==> config.mk <==
export PLATFORM = sky130hd
export DESIGN_NAME = gray16_frc_plane_encoder
export DESIGN_NICKNAME = d
export VERILOG_FILES = /design/src/g16fpe_pkg.sv /design/src/g16fpe_row_enc.sv /design/src/gray16_frc_plane_encoder.sv
export SDC_FILE = /design/constraint.sdc
export NUM_CORES = 1
export LEC_CHECK = 0
export ABC_AREA = 1
export BUFFER_PORTS_ARGS = -buffer_cell sky130_fd_sc_hd__buf_4
export CORE_ASPECT_RATIO = 2
export CORE_MARGIN = 3
export CORE_UTILIZATION = 50
export CTS_BUF_LIST = sky130_fd_sc_hd__clkbuf_4
export DETAILED_ROUTE_END_ITERATION = 6
export GPL_TIMING_DRIVEN = 0
export PLACE_DENSITY = 0.75
export SYNTH_ARGS = -nofsm -noshare
export SYNTH_HDL_FRONTEND = slang
export SYNTH_SLANG_ARGS = --single-unit
export TNS_END_PERCENT = 100
==> constraint.sdc <==
create_clock -name clk -period 4.45 [get_ports clk]
set_input_delay 0.445 -clock clk [delete_from_list [all_inputs] [get_ports clk]]
set_output_delay 0.445 -clock clk [all_outputs]
set_load 0.05 [all_outputs]
==> src/g16fpe_pkg.sv <==
`default_nettype none
// ----------------------------------------------------------------------------
// g16fpe_pkg: shared constants for the 16-level plane encoder
// Holds the dither page table and the page saturation helper.
// ----------------------------------------------------------------------------
package g16fpe_pkg;

	localparam int PAGES      = 5;
	localparam int LEVELS     = 16;
	localparam int ROW_PIXELS = 8;
	localparam int PAGE_W     = 3;
	localparam int PAGE_IDX_W = $clog2(PAGES);

	typedef logic [PAGE_IDX_W-1:0] page_idx_t;

	// Plane pair per level: bit 0 is plane 0, bit 1 is plane 1.
	localparam logic [1:0] FRC_TABLE [PAGES][LEVELS] = '{
		'{2'd0, 2'd2, 2'd0, 2'd2, 2'd2, 2'd2, 2'd1, 2'd2,
		  2'd1, 2'd1, 2'd1, 2'd3, 2'd1, 2'd3, 2'd3, 2'd3},
		'{2'd0, 2'd0, 2'd2, 2'd0, 2'd2, 2'd2, 2'd2, 2'd1,
		  2'd2, 2'd1, 2'd1, 2'd1, 2'd3, 2'd1, 2'd3, 2'd3},
		'{2'd0, 2'd0, 2'd0, 2'd2, 2'd2, 2'd2, 2'd2, 2'd2,
		  2'd1, 2'd1, 2'd1, 2'd1, 2'd1, 2'd3, 2'd3, 2'd3},
		'{2'd0, 2'd0, 2'd2, 2'd0, 2'd2, 2'd2, 2'd2, 2'd1,
		  2'd2, 2'd1, 2'd1, 2'd1, 2'd3, 2'd1, 2'd3, 2'd3},
		'{2'd0, 2'd0, 2'd0, 2'd2, 2'd0, 2'd2, 2'd2, 2'd2,
		  2'd1, 2'd2, 2'd1, 2'd1, 2'd1, 2'd3, 2'd1, 2'd3}
	};

	// Pages beyond the table use the last page.
	function automatic page_idx_t page_sat(input logic [PAGE_W-1:0] pg);
		if (pg >= PAGE_W'(PAGES - 1)) begin
			page_sat = PAGE_IDX_W'(PAGES - 1);
		end else begin
			page_sat = PAGE_IDX_W'(pg);
		end
	endfunction

endpackage
`default_nettype wire

==> src/g16fpe_row_enc.sv <==
`default_nettype none
// ----------------------------------------------------------------------------
// g16fpe_row_enc: one-row plane encoder
// Applies the overlay to eight pixels and looks each level up in the page table.
// ----------------------------------------------------------------------------
module g16fpe_row_enc
	import g16fpe_pkg::*;
(
	input  wire logic [4*ROW_PIXELS-1:0] pixels,
	input  wire logic [3*ROW_PIXELS-1:0] overlay,
	input  wire page_idx_t               page_idx,
	input  wire logic                    overlay_en,
	output logic [2*ROW_PIXELS-1:0]      planes
);

	always_comb begin
		logic [3:0] lvl;
		logic [2:0] code;
		logic [1:0] pair;
		planes = '0;
		for (int k = 0; k < ROW_PIXELS; k++) begin
			lvl  = pixels[4*k +: 4];
			code = overlay[3*k +: 3];
			// Color times five is the two color bits repeated.
			if (overlay_en && !code[2]) begin
				lvl = {code[1:0], code[1:0]};
			end
			pair = FRC_TABLE[page_idx][lvl];
			planes[k]              = pair[0];
			planes[ROW_PIXELS + k] = pair[1];
		end
	end

endmodule
`default_nettype wire

==> src/gray16_frc_plane_encoder.sv <==
`default_nettype none
// ----------------------------------------------------------------------------
// gray16_frc_plane_encoder: 16-level grayscale to LCD bit-plane word encoder
// Packs two rows of eight pixels into one dithered two-plane 32-bit word.
// ----------------------------------------------------------------------------
//
//  Channel   Handshake             Payload
//  --------  --------------------  ------------------------------------------
//  input     in_valid / in_ready   upper/lower_row_pixels, _overlay, page
//  output    out_valid / out_ready plane_word
//  config    cfg_wr_en             cfg_wr_data (overlay_enable)
//
// Each transfer on the input yields exactly one output transfer. An item
// passes through the input register and then the result register, with
// the table lookup between them; one item per cycle is sustained while
// the output is not stalled. A stall on the output holds the result
// register and, if the input register is also full, deasserts in_ready in
// the same cycle. Reset clears both valid flags and overlay_enable.
//
module gray16_frc_plane_encoder
	import g16fpe_pkg::*;
(
	input  wire logic        clk,
	input  wire logic        arst_n,
	input  wire logic        cfg_wr_en,
	input  wire logic        cfg_wr_data,
	input  wire logic        in_valid,
	output logic             in_ready,
	input  wire logic [31:0] upper_row_pixels,
	input  wire logic [31:0] lower_row_pixels,
	input  wire logic [23:0] upper_row_overlay,
	input  wire logic [23:0] lower_row_overlay,
	input  wire logic [2:0]  page,
	output logic             out_valid,
	input  wire logic        out_ready,
	output logic [31:0]      plane_word
);

	logic        overlay_enable_q;
	logic        valid_s1;
	logic        valid_s2;
	logic [31:0] upper_pix_s1;
	logic [31:0] lower_pix_s1;
	logic [23:0] upper_ovl_s1;
	logic [23:0] lower_ovl_s1;
	page_idx_t   page_s1;
	logic [31:0] plane_word_s2;
	logic [15:0] upper_planes;
	logic [15:0] lower_planes;
	logic        adv_s1;

	// The configuration register; the user must write it only while the block is idle, as the block does not enforce it.
	always_ff @(posedge clk or negedge arst_n) begin
		if (!arst_n) begin
			overlay_enable_q <= 1'b0;
		end else if (cfg_wr_en) begin
			overlay_enable_q <= cfg_wr_data;
		end
	end

	// Stage 1 moves on whenever the result register is empty or being taken.
	assign adv_s1   = !valid_s2 || out_ready;
	assign in_ready = !valid_s1 || adv_s1;

	always_ff @(posedge clk or negedge arst_n) begin
		if (!arst_n) begin
			valid_s1 <= 1'b0;
		end else if (in_ready) begin
			valid_s1 <= in_valid;
		end
	end

	// The page is saturated on the way in so the table index stays in range.
	always_ff @(posedge clk) begin
		if (in_valid && in_ready) begin
			upper_pix_s1 <= upper_row_pixels;
			lower_pix_s1 <= lower_row_pixels;
			upper_ovl_s1 <= upper_row_overlay;
			lower_ovl_s1 <= lower_row_overlay;
			page_s1      <= page_sat(page);
		end
	end

	g16fpe_row_enc u_upper_enc (
		.pixels     (upper_pix_s1),
		.overlay    (upper_ovl_s1),
		.page_idx   (page_s1),
		.overlay_en (overlay_enable_q),
		.planes     (upper_planes)
	);

	g16fpe_row_enc u_lower_enc (
		.pixels     (lower_pix_s1),
		.overlay    (lower_ovl_s1),
		.page_idx   (page_s1),
		.overlay_en (overlay_enable_q),
		.planes     (lower_planes)
	);

	// Result register: upper row in the low half, lower row in the high half.
	always_ff @(posedge clk or negedge arst_n) begin
		if (!arst_n) begin
			valid_s2 <= 1'b0;
		end else if (adv_s1) begin
			valid_s2 <= valid_s1;
		end
	end

	always_ff @(posedge clk) begin
		if (adv_s1 && valid_s1) begin
			plane_word_s2 <= {lower_planes, upper_planes};
		end
	end

	assign out_valid  = valid_s2;
	assign plane_word = plane_word_s2;

	// An accepted input always lands in stage 1.
	a_in_to_s1: assert property (@(posedge clk) disable iff (!arst_n)
		(in_valid && in_ready) |=> valid_s1)
		else $error("accepted input did not reach stage 1");

	// A held stage 1 keeps its item while the result register is stalled.
	a_s1_hold: assert property (@(posedge clk) disable iff (!arst_n)
		(valid_s1 && !adv_s1) |=> (valid_s1 && $stable(page_s1) &&
			$stable(upper_pix_s1) && $stable(lower_pix_s1)))
		else $error("stage 1 item lost during a stall");

	// A stage 1 item that advances shows up as a result.
	a_s1_to_out: assert property (@(posedge clk) disable iff (!arst_n)
		(valid_s1 && adv_s1) |=> out_valid)
		else $error("stage 1 item did not reach the output");

	// Input is refused only when both stages are full and the output stalls.
	a_ready_cause: assert property (@(posedge clk) disable iff (!arst_n)
		!in_ready |-> (valid_s1 && valid_s2 && !out_ready))
		else $error("in_ready low without a full stalled pipeline");

endmodule
`default_nettype wire
==> out/metrics.csv <==
stage,metric,value,unit
finish,final_layout_size_suffix_gt1_share,20.0,%
placed_design,gp_congestion,0.931,
finish,fin_nets,1305,
clock_tree,cts_tree,done,
yosys,synth_nets,1129,
timing,tns,0,ns
grt,grt_pass1_wl,32.1,mm
floorplan,die_area,18100,um^2
timing,fin_skew,0.0235,ns
grt,grt.total_usage,23.4,%
yosys,syn_avg_cell_area,8.13,um^2
yosys,postSynthCellCount,1008,
setup_path,cp_max_fo,10,
power_and_ir_drop,netSwitchingFraction,31.5,%
detailed_routing,drtIter0Drc,495,
floorplan,io_pins,155,
detailed_routing,viasPerCell,5.09,
floorplan,start_util,51.4,%
setup_path,cp_num_buf_inv,2,
finish,final_cell_mix,"nand2_1 (365), buf_4 (154), inv_1 (151)",
flow_run,cap_violations,0,
power_and_ir_drop,p_leak,5.04,nW
grt,grt_pass1_vias,7067,
detailed_routing,wire_per_inst,14.4,um
clock_tree,clk_latency,0.56,ns
grt,grt_max_degree,61,
setup_path,crit_family,buffers and inverters,
clock_tree,hold_buffers,1,
setup_path,cp.arrival,2.48,ns
placed_design,dp_slack,2.29,ns
yosys,ys_types,23,
finish,area_growth,22.4,%
clock_tree,clock-root-buffer,clkbuf_4,
run_status,run_status,finished clean,
timing,slew_headroom,44.9,%
clock_tree,ctsResizeCount,0,
power_and_ir_drop,switching_power,0.00116,W
clock_tree,htreeDepth,4,
grt,antenna_found_initial,3,
setup_path,crit_slowest_cell,clkbuf_1,
clock_tree,cts-buffers-inserted,17,
power_and_ir_drop,p_comb_share,25.4,%
floorplan,rows,65,
timing,fmax,0.462,GHz
placed_design,portBuffers,154,
power_and_ir_drop,power_density,369,nW/um^2
detailed_routing,first_pass_iters,5,
finish,finish.utilization,62.9,%
grt,globalRouteOverflowTotal,0,
power_and_ir_drop,ir_drop,0.264,mV
clock_tree,clk_pin_slew,0.14,ns
timing,fin_ws,2.28,ns
placed_design,place_inst,1365,
timing,rsz0062_at_grt,no,
detailed_routing,drtAntennaViolNets,0,
setup_path,critPathKind,reg -> reg,
setup_path,crit_path_max_incr_delay,0.69,ns
finish,fillers,1393,
yosys,ys_seq_area_share,54.8,%
placed_design,hpwl,15.0,mm
detailed_routing,vias,7122,
finish,mostFrequentLayoutCell,nand2_1,
timing,drv_slew,0,
timing,hold_viol,0,
timing,worstMarginPinSlew,0.826,ns
timing,min_period,2.17,ns
power_and_ir_drop,p_int,0.00253,W
floorplan,coreArea,15900,um^2
clock_tree,cts_num_sinks,150,
setup_path,worstSetupEndpointType,flip-flop,
finish,instances_no_fill,1400,
yosys,ys_ff_latch,150,
setup_path,critPathLaunchType,flip-flop,
setup_path,required,4.76,ns
clock_tree,cts_setup_buffers,0,
yosys,synth_area,8190,um^2
timing,setup_viol,0,
detailed_routing,routed_wl,20.2,mm
detailed_routing,drc,0,
power_and_ir_drop,clkPwrFrac,26.8,%
clock_tree,clk_path_buf_depth,2,
yosys,yosysWarnings,0,
floorplan,fp.dieH,187,um
hold_path,hold_path.class,in -> reg,
timing,period_share,48.7,%
floorplan,die_w,96.5,um
setup_path,cp_cell_sequence,"clkbuf_1, clkbuf_1, nand3_1, nand2_1, nor2_1, nor2_1, nand2_1",
power_and_ir_drop,p_seq_share,47.8,%
-- flip-flops by register name, indices dropped and copies added, names as in the netlist, 3 cells and up --
signal	flops
lower_ovl_s1	24
lower_pix_s1	32
page_s1	3
plane_word	32
upper_ovl_s1	24
upper_pix_s1	32
-- power groups by stage --
stage	clock [W]	combinational, W	sequential [W]
finish	0.000992	0.000937	0.00177
global route	0.00107	0.00104	0.00178
CTS	0.00102	0.000936	0.00177
detailed placement	0	0.000932	0.00180
global placement	0	0.000900	0.00181
floorplan	0	0.000485	0.00195
-- cell type report --
cell class,count,area [um^2],share of cell area [%]
Tap cell,201,251,2.51
Multi-Input combinational cell,678,2980,29.8
Timing Repair Buffer,157,1220,12.2
Sequential cell,150,4490,44.8
Antenna cell,3,7.51,0.0749
Buffer,20,123,1.22
Inverter,160,611,6.09
Clock inverter,13,204,2.03
Clock buffer,18,135,1.35
-- worst reg2reg max path: cells and delay by family (launching register included) --
family / cells / cell delay, ns
simple gates: 5 / 0.43
buf+inv: 2 / 1.16
flops: 1 / 0.36
-- per-layer routing --
| metal | track usage [%] | part of all wire, % | routed length (um) | vias up |
|---|---|---|---|---|
| li1 | - | - | - | 3578 |
| met1 | 24.2 | 35 | 7090 | 3198 |
| met2 | 42.2 | 54 | 11000 | 269 |
| met3 | 3.46 | 5.0 | 1000 | 77 |
| met4 | 14.6 | 5.7 | 1160 | 0 |
| met5 | 0 | 0 | 0 | - |
-- through the flow --
step / hold WS (ns) / instance area [um^2] / power (W)
4_1_cts: 0.00960 / 10000 / 0.00372
3_5_place_dp: 0.235 / 9670 / 0.00273
2_1_floorplan: 0.149 / 8190 / 0.00243
5_1_grt: 0.000820 / 10000 / 0.00389
3_3_place_gp: 0.236 / 9600 / 0.00271
6_report: 0.0516 / 10000 / 0.00370
-- kinds of logic after synthesis --
family / share of synthesized area, %
AOI/OAI and AO/OA: 3.50
buffers and inverters: 8.92
DFF: 54.8
and+or+nand+nor: 32.8
-- cell usage after synthesis (all sizes together) --
master	count	area (um^2)
clkbuf	8	30.0
buf	12	92.6
nand2	380	1460
a21oi	3	15.0
o21ai	49	272
dfrtp	3	75.1
nand4	6	37.5
inv	160	608
nor2	107	513
nand3	132	666
edfxtp	147	4410
or2	1	6.26
-- path summary, 6_finish.rpt --
path | startpoint | endpoint | slack, ns | cells after the start
min in group asynchronous | arst_n | overlay_enable_q | 0.22 | 2
worst min register to register | valid_s1 | out_valid | 0.53 | 2
worst min-delay path | upper_row_pixels[7] | upper_pix_s1[7] | 0.05 | 1
worst max-delay path | page_s1[2] | plane_word[9] | 2.28 | 7
worst max register to register | page_s1[2] | plane_word[9] | 2.28 | 7
max in group asynchronous | arst_n | out_valid | 4.13 | 2
Power figures use the tool's default switching activity.
